==> src/sv/lbr_pkg.sv <==
// shared types and constants for the bounded lcg random unit
// no dependencies; used by every module of the block by scoped names
package lbr_pkg;

  localparam int unsigned DataW    = 32;
  localparam int unsigned CntW     = 7;

  // lcg recurrence constants, minimum bound and draw limit
  localparam logic [20:0]       LcgMul    = 21'd1664525;
  localparam logic [DataW-1:0]  LcgAdd    = 32'd1013904223;
  localparam logic [DataW-1:0]  MinBound  = 32'd2;
  localparam logic [CntW-1:0]   DrawLimit = 7'd64;

  // request to the shared remainder unit
  typedef struct packed {
    logic             start;
    logic [DataW-1:0] dividend;
    logic [DataW-1:0] divisor;
  } mod_req_t;

  // request to the generator state
  typedef struct packed {
    logic             draw;
    logic [DataW-1:0] entropy;
  } draw_req_t;

  // sequencer states, one-hot
  typedef enum logic [5:0] {
    ST_IDLE  = 6'b000001,
    ST_THR   = 6'b000010,
    ST_DRAW  = 6'b000100,
    ST_CHECK = 6'b001000,
    ST_MOD   = 6'b010000,
    ST_DONE  = 6'b100000
  } seq_st_t;

endpackage

==> src/sv/lcg_bounded_random_unit.sv <==
// top level: request sequencer, output register, generator and remainder unit
// depends on lbr_pkg, lbr_lcg_gen and lbr_mod_unit
//
// channel   dir  beat contents
// s_axis    in   tuser: kind; tdata: bound [31:0], entropy [63:32]
// m_axis    out  tdata: value [31:0]
// seed      in   seed_we / seed_wdata, loads the generator state
//
// raw request: a single draw; bound below two: zero result, no draw
// bounded request: the remainder unit runs twice (threshold, final reduction)
// with the draws between them, at most 64 draws per request
// one request at a time: s_axis_tready is high only while the sequencer idles
// the result waits in the output register; a new beat is taken meanwhile
// rst is synchronous and clears the generator state to zero
module lcg_bounded_random_unit (
  input  logic        clk,
  input  logic        rst,
  input  logic        seed_we,
  input  logic [31:0] seed_wdata,
  input  logic        s_axis_tvalid,
  output logic        s_axis_tready,
  input  logic [63:0] s_axis_tdata,   // bound [31:0], entropy [63:32]
  input  logic        s_axis_tuser,   // kind
  output logic        m_axis_tvalid,
  input  logic        m_axis_tready,
  output logic [31:0] m_axis_tdata    // value [31:0]
);

  lbr_pkg::seq_st_t            st, st_next;
  logic                        kind_r;
  logic [lbr_pkg::DataW-1:0]   bound_r;
  logic [lbr_pkg::DataW-1:0]   entropy_r;
  logic [lbr_pkg::DataW-1:0]   thr;
  logic [lbr_pkg::DataW-1:0]   result;
  logic [lbr_pkg::CntW-1:0]    draws;
  logic [lbr_pkg::DataW-1:0]   lcg_state;
  logic [lbr_pkg::DataW-1:0]   rem;
  logic                        mod_busy;
  logic                        mod_done;
  logic                        in_beat;
  logic                        out_free;
  logic                        in_kind;
  logic [lbr_pkg::DataW-1:0]   in_bound;
  lbr_pkg::mod_req_t           mod_req;
  lbr_pkg::draw_req_t          draw_req;

  assign in_kind       = s_axis_tuser;
  assign in_bound      = s_axis_tdata[31:0];
  assign s_axis_tready = (st == lbr_pkg::ST_IDLE);
  assign in_beat       = s_axis_tvalid && s_axis_tready;
  assign out_free      = !m_axis_tvalid || m_axis_tready;

  // generator
  assign draw_req.draw    = (st == lbr_pkg::ST_DRAW);
  assign draw_req.entropy = entropy_r;

  lbr_lcg_gen u_gen (
    .clk        (clk),
    .rst        (rst),
    .seed_we    (seed_we),
    .seed_wdata (seed_wdata),
    .req        (draw_req),
    .lcg_state  (lcg_state)
  );

  // remainder requests: threshold at accept, final reduction after the draws
  always_comb begin
    mod_req.start    = 1'b0;
    mod_req.dividend = lcg_state;
    mod_req.divisor  = bound_r;
    if (in_beat && in_kind && (in_bound >= lbr_pkg::MinBound)) begin
      mod_req.start    = 1'b1;
      mod_req.dividend = '0 - in_bound;
      mod_req.divisor  = in_bound;
    end else if (st == lbr_pkg::ST_CHECK && kind_r &&
                 !((lcg_state < thr) && (draws < lbr_pkg::DrawLimit))) begin
      mod_req.start = 1'b1;
    end
  end

  lbr_mod_unit u_mod (
    .clk  (clk),
    .rst  (rst),
    .req  (mod_req),
    .busy (mod_busy),
    .done (mod_done),
    .rem  (rem)
  );

  // sequencer
  always_comb begin
    st_next = st;
    unique case (st)
      lbr_pkg::ST_IDLE: begin
        if (in_beat) begin
          if (!in_kind) begin
            st_next = lbr_pkg::ST_DRAW;
          end else if (in_bound < lbr_pkg::MinBound) begin
            st_next = lbr_pkg::ST_DONE;
          end else begin
            st_next = lbr_pkg::ST_THR;
          end
        end
      end
      lbr_pkg::ST_THR: begin
        if (mod_done) st_next = lbr_pkg::ST_DRAW;
      end
      lbr_pkg::ST_DRAW: st_next = lbr_pkg::ST_CHECK;
      lbr_pkg::ST_CHECK: begin
        if (!kind_r) begin
          st_next = lbr_pkg::ST_DONE;
        end else if ((lcg_state < thr) && (draws < lbr_pkg::DrawLimit)) begin
          st_next = lbr_pkg::ST_DRAW;
        end else begin
          st_next = lbr_pkg::ST_MOD;
        end
      end
      lbr_pkg::ST_MOD: begin
        if (mod_done) st_next = lbr_pkg::ST_DONE;
      end
      lbr_pkg::ST_DONE: begin
        if (out_free) st_next = lbr_pkg::ST_IDLE;
      end
      default: st_next = lbr_pkg::ST_IDLE;
    endcase
  end

  always_ff @(posedge clk) begin
    if (rst) begin
      st    <= lbr_pkg::ST_IDLE;
      draws <= '0;
    end else begin
      st <= st_next;
      if (in_beat) begin
        draws <= '0;
      end else if (st == lbr_pkg::ST_DRAW) begin
        draws <= draws + 7'd1;
      end
    end
  end

  // request fields and intermediate results
  always_ff @(posedge clk) begin
    if (in_beat) begin
      kind_r    <= in_kind;
      bound_r   <= in_bound;
      entropy_r <= s_axis_tdata[63:32];
      result    <= '0;
    end
    if (st == lbr_pkg::ST_THR && mod_done) begin
      thr <= rem;
    end
    if (st == lbr_pkg::ST_CHECK && !kind_r) begin
      result <= lcg_state;
    end
    if (st == lbr_pkg::ST_MOD && mod_done) begin
      result <= rem;
    end
  end

  // output register
  always_ff @(posedge clk) begin
    if (rst) begin
      m_axis_tvalid <= 1'b0;
    end else if (st == lbr_pkg::ST_DONE && out_free) begin
      m_axis_tvalid <= 1'b1;
    end else if (m_axis_tready) begin
      m_axis_tvalid <= 1'b0;
    end
  end

  always_ff @(posedge clk) begin
    if (st == lbr_pkg::ST_DONE && out_free) begin
      m_axis_tdata <= result;
    end
  end

  // checks
  a_mod_not_restarted: assert property (@(posedge clk) disable iff (rst)
    mod_req.start |-> !mod_busy)
    else $error("remainder unit started while busy");

  a_bounded_in_range: assert property (@(posedge clk) disable iff (rst)
    (st == lbr_pkg::ST_DONE && kind_r && bound_r >= lbr_pkg::MinBound)
      |-> (result < bound_r))
    else $error("bounded result not below bound");

  a_draw_limit: assert property (@(posedge clk) disable iff (rst)
    draws <= lbr_pkg::DrawLimit)
    else $error("draw count beyond limit");

  a_small_bound_zero: assert property (@(posedge clk) disable iff (rst)
    (in_beat && in_kind && in_bound < lbr_pkg::MinBound)
      |=> (st == lbr_pkg::ST_DONE && result == '0))
    else $error("small bound did not give zero");

endmodule

==> src/sv/lbr_mod_unit.sv <==
// shared remainder unit: restoring division, one quotient bit per cycle
// depends on lbr_pkg for widths and the request struct
module lbr_mod_unit (
  input  logic                          clk,
  input  logic                          rst,
  input  lbr_pkg::mod_req_t             req,
  output logic                          busy,
  output logic                          done,
  output logic [lbr_pkg::DataW-1:0]     rem
);

  logic [lbr_pkg::DataW-1:0] dvd;
  logic [lbr_pkg::DataW-1:0] dsr;
  logic [4:0]                cnt;
  logic [lbr_pkg::DataW:0]   trial;
  logic [lbr_pkg::DataW+1:0] diff;
  logic [lbr_pkg::DataW-1:0] rem_next;

  // one trial subtraction per cycle
  always_comb begin
    trial    = {rem, dvd[lbr_pkg::DataW-1]};
    diff     = {1'b0, trial} - {2'b00, dsr};
    rem_next = diff[lbr_pkg::DataW+1] ? trial[lbr_pkg::DataW-1:0]
                                      : diff[lbr_pkg::DataW-1:0];
  end

  // control
  always_ff @(posedge clk) begin
    if (rst) begin
      busy <= 1'b0;
      done <= 1'b0;
      cnt  <= '0;
    end else begin
      done <= 1'b0;
      if (req.start) begin
        busy <= 1'b1;
        cnt  <= 5'd31;
      end else if (busy) begin
        cnt <= cnt - 5'd1;
        if (cnt == 5'd0) begin
          busy <= 1'b0;
          done <= 1'b1;
        end
      end
    end
  end

  // datapath
  always_ff @(posedge clk) begin
    if (req.start) begin
      dvd <= req.dividend;
      dsr <= req.divisor;
      rem <= '0;
    end else if (busy) begin
      dvd <= {dvd[lbr_pkg::DataW-2:0], 1'b0};
      rem <= rem_next;
    end
  end

endmodule

==> src/sv/lbr_lcg_gen.sv <==
// generator state: seed load, zero reseed from entropy, one lcg step per draw
// depends on lbr_pkg for constants and the draw request struct
module lbr_lcg_gen (
  input  logic                          clk,
  input  logic                          rst,
  input  logic                          seed_we,
  input  logic [lbr_pkg::DataW-1:0]     seed_wdata,
  input  lbr_pkg::draw_req_t            req,
  output logic [lbr_pkg::DataW-1:0]     lcg_state
);

  logic [lbr_pkg::DataW-1:0]    base;
  logic [lbr_pkg::DataW+20:0]   prod;
  logic [lbr_pkg::DataW-1:0]    lcg_state_next;

  // reseed on zero, then multiply-add mod 2^32
  always_comb begin
    base           = (lcg_state == '0) ? req.entropy : lcg_state;
    prod           = {21'd0, base} * {32'd0, lbr_pkg::LcgMul};
    lcg_state_next = prod[lbr_pkg::DataW-1:0] + lbr_pkg::LcgAdd;
  end

  always_ff @(posedge clk) begin
    if (rst) begin
      lcg_state <= '0;
    end else if (seed_we) begin
      lcg_state <= seed_wdata;
    end else if (req.draw) begin
      lcg_state <= lcg_state_next;
    end
  end

endmodule

==> config.mk <==
export PLATFORM = sky130hd
export DESIGN_NAME = lcg_bounded_random_unit
export DESIGN_NICKNAME = d
export VERILOG_FILES = /design/src/sv/lbr_pkg.sv /design/src/sv/lcg_bounded_random_unit.sv /design/src/sv/lbr_mod_unit.sv /design/src/sv/lbr_lcg_gen.sv
export SDC_FILE = /design/constraint.sdc
export NUM_CORES = 1
export LEC_CHECK = 0
export BUFFER_PORTS_ARGS = -buffer_cell sky130_fd_sc_hd__buf_4
export CORE_MARGIN = 4
export CORE_UTILIZATION = 40
export CTS_CLUSTER_SIZE = 25
export DETAILED_ROUTE_END_ITERATION = 12
export PLACE_DENSITY_LB_ADDON = 0.05
export REMOVE_ABC_BUFFERS = 1
export SLEW_MARGIN = 10
export SYNTH_ARGS = -nofsm -noshare
export SYNTH_HDL_FRONTEND = slang
export SYNTH_SLANG_ARGS = --single-unit
==> constraint.sdc <==
create_clock -name clk -period 8.55 [get_ports clk]
set_input_delay 1.71 -clock clk [delete_from_list [all_inputs] [get_ports clk]]
set_output_delay 1.71 -clock clk [all_outputs]
set_load 0.05 [all_outputs]
==> results of run 1 <==
[worst reg2reg max path: cells and delay by family (launching register included)]
kind,cells,cell delay [ps]
adders and majority gates,7,3270
DFF,1,480
xor gates and xnor gates,1,150
buffers and inverters,4,660
and+or+nand+nor,8,1710
AOI/OAI and AO/OA,4,1520
[flip-flops by register name, indices dropped and copies added (netlist names), 5 cells and up]
register and count:
u_gen.lcg_state 32, u_mod.cnt 5, draws 7, u_mod.dvd 32
st 6, bound_r 32, entropy_r 32, m_axis_tdata 32
u_mod.rem 32, result 32, thr 32, u_mod.dsr 32
[per-layer routing]
metal	wire, microns	part of all wire (%)	vias up	global-route usage [%]
met1	30800	47	8078	31.0
met2	31300	47	342	37.1
met3	2390	3.6	82	2.37
li1	-	-	7855	-
met4	1660	2.5	0	5.74
met5	0	0	-	0
[area by class of cell]
class                   instances  area share, %
clock inverters                20          0.788
clock buffers                  50           4.09
repair buffers                176           5.17
flip-flops and latches        310           33.1
well taps                     748           3.66
inverters                     375           5.50
multi-input cells            1433           47.7
[stage by stage]
step           setup slack [ps]  util [%]
6_report                    654      46.3
5_1_grt                    30.0      46.3
4_1_cts                     265      46.3
3_5_place_dp                275      44.1
3_3_place_gp                473      44.1
2_1_floorplan               567         -
[cell usage after synthesis, drive strengths merged (34+ instances only)]
cell type,count
inv,374
ha,226
edfxtp,225
nand2,180
fa,136
nor2,129
a21oi,125
dfxtp,85
o21ai,76
xnor2,59
clkbuf,52
xor2,45
a21o,43
a211oi,34
mux2i,34
[power by group]
part	internal [uW]	switching (uW)
logic	1970	2840
registers	1900	193
clock network	933	687
[kinds of logic after synthesis]
group,after synthesis,share of synthesized area [%]
and+or+nand+nor,495,10.6
muxes,34,1.52
DFF,310,37.9
xor gates and xnor gates,104,4.08
AOI/OAI and AO/OA,438,13.4
adders and majority gates,362,24.9
buffers and inverters,445,7.68
[worst paths after layout]
path | end | slack [ps] | cells past startpoint
hold / removal | m_axis_tdata[10]$_DFFE_PP_ | 410 | 0
hold reg to reg | m_axis_tdata[10]$_DFFE_PP_ | 410 | 0
setup reg to reg | u_gen.lcg_state[29]$_SDFFE_PP0P_ | 650 | 24
setup / recovery | u_gen.lcg_state[29]$_SDFFE_PP0P_ | 650 | 24
[cell usage in the layout, fill, tap and decap left out, types with 9 or more instances in the layout]
cell type	n
inv_1	373
ha_1	226
edfxtp_1	225
nand2_1	179
buf_4	176
fa_1	136
nor2_1	125
a21oi_1	124
dfxtp_1	84
o21ai_0	73
xnor2_1	59
xor2_1	45
a21o_1	43
clkbuf_16	38
mux2i_1	34
a211oi_1	32
a22o_1	32
nor3_1	26
nand3_1	24
a221o_1	22
or3_1	21
nor4_1	20
o21a_1	15
nand4_1	14
nor2b_1	12
nand2b_1	12
a221oi_1	12
a31oi_1	11
and3_1	11
or2_2	10
o211ai_1	9
clkinv_2	9
==> out/results.ini, run 1 <==
[synthesis]
synth_flop_cell=edfxtp_1
synth_seq_cells=310
yosys_warnings=0
synthArstFlopShare_pct=0
synth_top_area_share_pct=30.3
seq_area_frac_synth_pct=37.9
synth-edff-count=225
synth_area_sq_um=22300
syn_area_per_cell_sq_um=10.2
synthTopCellsByArea=edfxtp_1 30%, ha_1 13%, fa_1 12%
synthCells=2188
synth_cell_types=82
yosysTopAreaCell=edfxtp_1

[sta]
rsz0062_at_grt=false
fin_crit_sh_pct=92.4
final.setup.tns_ps=0
finalCriticalPeriod_ps=7900
slew_violations=0
setup_viol_count_final=0
finClkSkew_ps=25.0
slew_headroom_pct=28.6
worst_slew_pin_slew_ps=1040
holdWs_ps=410
hold_violations=0
fmax_mhz=127

[power_and_ir_drop]
power_density_nw_per_um2=333
power_uw=8530
cellLeakagePower_uw=0.0117
peakVddDrop_v=0.000275

[finish]
multi_input_area_sq_um=12200
num-nets-final=2798
drive_above_1_share_pct=11.8
ff_latch_area_sq_um=8460
final_cells=3112
design_area_sq_um=25600
area_growth_pct=14.5
fillers=5254
antenna_cells=0

[floorplan]
rows=86
ios=136
die_area_sq_um=59700
initial_core_util_pct=40.5
die_w_microns=244
die_y_microns=244
core-area_sq_um=55200

[detailed_routing]
drc=0
routed_via_density=5.26
ant_nets=0
first_pass_iters=5
drt_iter0_drc=1196
avgRoutedWirePerCell_microns=21.2
drt_wl_total_microns=66100
dr_total_vias=16357

[setup_path]
crit_chain=nor4_1, nand4_1, nor2_4, buf_4, a21o_1, ha_1, inv_1, fa_1, fa_1, fa_1, fa_1, inv_1, fa_1, inv_1, ha_1, and3_1, and2_1, nand4_1, a2111oi_1, nor3_1, o31ai_1, xnor2_1, nand2_1, a221oi_1
critical_path.max_fanout=24
timing.rr.start=u_gen.lcg_state[31]$_SDFFE_PP0P_
critPathMaxStageDelay_ps=650
worstSetupEndpointType=flop
crit_start=u_gen.lcg_state[31]$_SDFFE_PP0P_
cp_num_buf_inv=4
criticalPathCategory=reg2reg
required_ps=9010
critPathLaunchType=flop
path_common_cell=fa_1
critPathSlowestCell=a2111oi_1
crit_family=adder cells
crit_arrival_ps=8360

[clock_tree]
clock_latency_ps=560
cts-root-buf=clkbuf_16
numClockSinks=310
clockBufferDepth=3
tritoncts=built
post_cts_buffers=0
htree_levels=2
ctsResizeCount=0
cts-hold-fix-buffers=0
clk_pin_slew_ps=60
cts_buffers=38

[grt]
grt_pass1_vias=16919
grt_pass1_wl_microns=102000
grt-ovfl-total=0
grt_use_total_pct=22.2
antenna_found_initial=0
grt_max_degree=64

[placed_design]
dp_cells=3042
gp_congestion=0.896
hpwl_microns=51600
portBuffers=135
place_area_sq_um=24300

[min_path]
min_from=result[10]$_DFFE_PP_
hold_path_class=reg2reg

[status]
outcome=finished, final reports clean

[run]
maxCapViolCount=0

No activity file was read; power rests on OpenSTA's default activity.
==> run 2, diff against run 1 <==
Settings changed: BUFFER_PORTS_ARGS -buffer_cell sky130_fd_sc_hd__buf_4 to -buffer_cell sky130_fd_sc_hd__buf_2.
==> run 2 against run 1 <==
Non-clock buffer count is 2 higher. Sequential share of layout area is 0.43 points higher. Cell count hardly changed. Count of clock-buffer cells in the layout is 1 lower. Wire length is 0.74% lower. Register-to-register slack worse by 160 ps. Sequential cell count stayed put.
==> out/results.ini, run 2 (synthesized netlist as in run 1, its figures left out) <==
[power_and_ir_drop]
clockPowerShare_pct=18.9
p_int_uw=4790
peakVddDrop_v=0.000244
seq_power_share_pct=24.6
power_frac_comb_pct=56.5
p_switching_uw=3680
cellLeakagePower_uw=0.0115
switching_share_pct=43.5
power_uw=8470
power_density_nw_per_um2=336

[clock_tree]
numClockSinks=310
cts-root-buf=clkbuf_16
clock_latency_ps=560
cts_buffers=38
htree_levels=2
tritoncts=built
clk_pin_slew_ps=60
clockBufferDepth=3

[sta]
rsz0062_at_grt=false
slew_violations=0
fin_crit_sh_pct=94.2
setup_viol_count_final=0
fmax_mhz=124
finClkSkew_ps=17.4
finalCriticalPeriod_ps=8060
slew_headroom_pct=29.4
final.setup.tns_ps=0
hold_violations=0
worst_slew_pin_slew_ps=1060

[floorplan]
ios=136
core-area_sq_um=55200
rows=86
die_y_microns=244
initial_core_util_pct=40.5
die_area_sq_um=59700
die_w_microns=244

[detailed_routing]
ant_nets=0
drt-met1-wl_microns=30200
met2WireLength_microns=30900
drc=0
top_layer_used=met4
routed_via_density=5.21
drt_iter0_drc=1023
first_pass_iters=5
avgRoutedWirePerCell_microns=21.1
dr_total_vias=16218
route.met3.wl_microns=2510
drt_wl_total_microns=65600

[setup_path]
critPathLaunchType=flop
crit_arrival_ps=8510
critical_path.max_fanout=12
criticalPathCategory=reg2reg
worstSetupEndpointType=flop
required_ps=9000

[finish]
layout_commonest_cell=inv_1
antenna_cells=0
area_growth_pct=13.0
drive_above_1_share_pct=11.8
num-nets-final=2800
fillers=5277
final_cell_mix=373 x inv_1, 226 x ha_1, 225 x edfxtp_1

[min_path]
hold_path_class=reg2reg

[grt]
grt_pass1_vias=16753
grt_pass1_wl_microns=100000
grt-ovfl-total=0
grt_max_degree=64
grt_use_total_pct=22.0
antenna_found_initial=0

[status]
outcome=finished, final reports clean

[placed_design]
gp_congestion=0.901
hpwl_microns=51500
portBuffers=135

[run]
maxCapViolCount=0

run 2: per-layer routing:
metal,global-route usage [%],vias to the layer above
met4,6.53,0
met1,30.3,7959
met5,0,-
li1,-,7845
met3,2.65,93
met2,36.7,321
run 2: what timing repair did:
action,CTS,global route
hold buffers,0,0
setup buffers,0,0
gates resized for setup,0,3
setup endpoints to repair,0,4
run 2: path summary, 6_finish.rpt:
path                                                       start                          endpoint  slack [ps]  cells past startpoint
worst min-delay path                         result[0]$_DFFE_PP_         m_axis_tdata[0]$_DFFE_PP_         410                      0
worst max-delay path            u_gen.lcg_state[28]$_SDFFE_PP0P_  u_gen.lcg_state[29]$_SDFFE_PP0P_         490                     25
worst min register to register               result[0]$_DFFE_PP_         m_axis_tdata[0]$_DFFE_PP_         410                      0
worst max register to register  u_gen.lcg_state[28]$_SDFFE_PP0P_  u_gen.lcg_state[29]$_SDFFE_PP0P_         490                     25
run 2: power groups by stage:
stage / logic (uW) / clock network, uW / registers, uW
finish: 4790 / 1600 / 2080
global route: 5420 / 1710 / 2110
CTS: 4840 / 1650 / 2080
detailed placement: 4800 / 0 / 2110
global placement: 4780 / 0 / 2110
floorplan: 3580 / 0 / 2050
run 2: layout make-up:
| type | count | area, sq um | share of cell area (%) |
|---|---|---|---|
| clock buffer | 49 | 1040 | 4.13 |
| clock inverter | 21 | 196 | 0.778 |
| inverter | 375 | 1410 | 5.58 |
| multi-input combinational | 1433 | 12200 | 48.3 |
| sequential | 310 | 8460 | 33.5 |
| tap | 748 | 936 | 3.71 |
| timing repair buffer | 178 | 998 | 3.95 |
run 2: stage by stage:
step | cells | hold WS, ps | util [%] | area [sq um] | worst slack [ps]
final | 3114 | 411 | 45.7 | 25200 | 492
after global placement | 3044 | 401 | 43.5 | 24000 | 410
after detailed placement | 3044 | 405 | 43.5 | 24000 | 211
after CTS | 3114 | 412 | 45.7 | 25200 | 181
after floorplan | 2118 | 400 | - | 22000 | 567
after global routing | 3114 | 422 | 45.7 | 25200 | 23.7
run 2: worst max-delay path, cell delays in order, from the launching register on:
cell	delay (ps)
dfxtp_1	400
nor4_1	460
nand4_1	320
nor2_4	350
a21o_1	430
ha_1	330
xnor2_1	210
ha_1	280
fa_1	570
inv_1	70
fa_1	530
inv_1	60
fa_1	500
fa_1	550
inv_1	60
fa_1	520
inv_1	50
ha_1	370
and2_1	210
nand4_1	140
a2111oi_1	610
nor3_1	160
o31ai_1	320
xnor2_1	150
nand2_1	60
a221oi_1	240
==> run 3, diff against run 2 <==
Settings changed: ABC_AREA set to 1.
==> run 3 against run 2 <==
Synthesized cell count increased by 20%. Via count up 12%. Design area grew 2.5%. Cell count is 14% higher. Die area rose by 3.7%. Worst setup slack improved by 510 ps. Global-route usage up 1.9 points. Highest routed layer unchanged. Total power is 10% higher.
==> out/results.ini, run 3 <==
[min_path]
min_from=result[1]$_DFFE_PP_
hold_path_class=reg2reg
hold-path-endpoint=m_axis_tdata[1]$_DFFE_PP_
hold_depth=0

[sta]
fmax_mhz=133
holdWs_ps=403
setup_viol_count_final=0
final.setup.tns_ps=0
hold_violations=0
slew_violations=0
worst_slew_pin_slew_ps=1130
finClkSkew_ps=27.7
fin_crit_sh_pct=88.3
slew_headroom_pct=24.9
rsz0062_at_grt=false
finalCriticalPeriod_ps=7550

[placed_design]
place_area_sq_um=24600
portBuffers=135
gp_congestion=0.960
hpwl_microns=60800
dp_cells=3480

[setup_path]
r2r_slack_ps=1000
crit_arrival_ps=8030
required_ps=9040
timing.rr.start=u_gen.lcg_state[27]$_SDFFE_PP0P_
criticalPathCategory=reg2reg
worstSetupEndpointType=flop
critical_path.max_fanout=13
r2r_end=u_gen.lcg_state[25]$_SDFFE_PP0P_
critPathLaunchType=flop
critPathMaxStageDelay_ps=570
reg2reg_depth=26
critPathSlowestCell=fa_1
crit_start=u_gen.lcg_state[27]$_SDFFE_PP0P_
path_common_cell=fa_1

[power_and_ir_drop]
power_uw=9330
peakVddDrop_v=0.000235
cellLeakagePower_uw=0.0122
power_density_nw_per_um2=360

[clock_tree]
cts_buffers=38
post_cts_buffers=0
ctsResizeCount=0
clockBufferDepth=3
clk_pin_slew_ps=60
clock_latency_ps=570
cts-hold-fix-buffers=0
htree_levels=2
numClockSinks=310
tritoncts=built
cts-root-buf=clkbuf_16

[grt]
grt_max_degree=78
grt_pass1_vias=18869
grt_pass1_wl_microns=114000
grt-ovfl-total=0
antenna_found_initial=0
grt_use_total_pct=23.9

[detailed_routing]
drt_iter0_drc=1203
first_pass_iters=5
ant_nets=0
dr_total_vias=18171
routed_via_density=5.12
drt_wl_total_microns=75200
avgRoutedWirePerCell_microns=21.2
drc=0

[run]
maxCapViolCount=0

[synthesis]
yosys_warnings=0
synth-edff-count=225
synth_top_area_share_pct=29.1
synth_cell_types=56
synth_area_sq_um=23200
seq_area_frac_synth_pct=36.5
synth.most_common_cell=inv_1
synthArstFlopShare_pct=0
synthTopCellsByArea=edfxtp_1 29%, ha_1 12%, fa_1 12%
syn_area_per_cell_sq_um=8.80
yosysTopAreaCell=edfxtp_1
yosys-top-cells-count=523 x inv_1, 448 x nand2_1, 226 x ha_1
synthCells=2636
synth_seq_cells=310
synth_flop_cell=edfxtp_1

[floorplan]
initial_core_util_pct=40.7
die_area_sq_um=61900
ios=136
rows=87
die_y_microns=249
die_w_microns=249
core-area_sq_um=56900

[finish]
area_growth_pct=11.6
final_cell_mix=522 x inv_1, 448 x nand2_1, 226 x ha_1
layout_commonest_cell=inv_1
num-nets-final=3228
final_cells=3550
drive_above_1_share_pct=9.95
antenna_cells=0
design_area_sq_um=25900

[status]
outcome=finished, final reports clean

==> run 3: changes by cell type after synthesis, sizes merged, moves of 27 or more <==
cell and change:
a22o -32, inv +158, o211ai +27, a21oi +33
a211oi -30, xnor2 -30, nor2 +39, o21ai +73
nand2 +280, a21o -29, mux2i -34, nand3 +119
==> run 3: stage by stage <==
stage	setup WS, ps	utilization (%)
finish	1000	45.5
global route	697	45.5
CTS	992	45.5
detailed placement	1030	43.3
global placement	991	43.3
floorplan	1990	-
==> run 3: cell type report <==
type | count | area, sq um
inverters | 533 | 2000
well taps | 756 | 946
fillers | 5783 | 31000
flip-flops and latches | 310 | 8460
repair buffers | 153 | 811
clock buffers | 51 | 1040
multi-input cells | 1728 | 12400
clock inverters | 19 | 196
==> run 3: worst max path at each step <==
stage                                            end  slack (ps)
global placement    u_gen.lcg_state[25]$_SDFFE_PP0P_         990
floorplan           u_gen.lcg_state[29]$_SDFFE_PP0P_        1990
detailed placement  u_gen.lcg_state[25]$_SDFFE_PP0P_        1030
finish              u_gen.lcg_state[25]$_SDFFE_PP0P_        1000
global route        u_gen.lcg_state[25]$_SDFFE_PP0P_         700
CTS                 u_gen.lcg_state[25]$_SDFFE_PP0P_         990
==> run 3: power by group <==
part           total (uW)  switching [uW]  internal [uW]
registers            2070             120           1950
clock network        1610             682            927
logic                5650            3640           2010
total                9330            4440           4890
==> run 3: metal layers <==
layer  part of all wire (%)  GRT usage [%]  up-vias
li1                       -              -     8909
met1                     43           30.9     8781
met2                     50           42.3      381
met3                    3.9           2.29      100
met4                    3.2           7.47        0
met5                      0              0        -
==> run 3: worst max-delay path, delay by kind of cell (launching register included) <==
family | cells | cell delay (ps)
AND/OR/NAND/NOR | 12 | 2140
adder cells (fa/ha/maj) | 7 | 3620
buffers and inverters | 4 | 210
flip-flops | 1 | 490
AO/OA/AOI/OAI | 3 | 1000
==> run 3: logic make-up (layout without fill, tap and decap cells) <==
| group | Yosys count | count (layout) | synth area share (%) |
|---|---|---|---|
| fa+ha+maj | 362 | 362 | 23.9 |
| simple gates | 866 | 866 | 16.4 |
| xor+xnor | 65 | 65 | 2.46 |
| buf+inv | 598 | 756 | 9.99 |
| compound gates | 435 | 435 | 10.7 |
| flops | 310 | 310 | 36.5 |
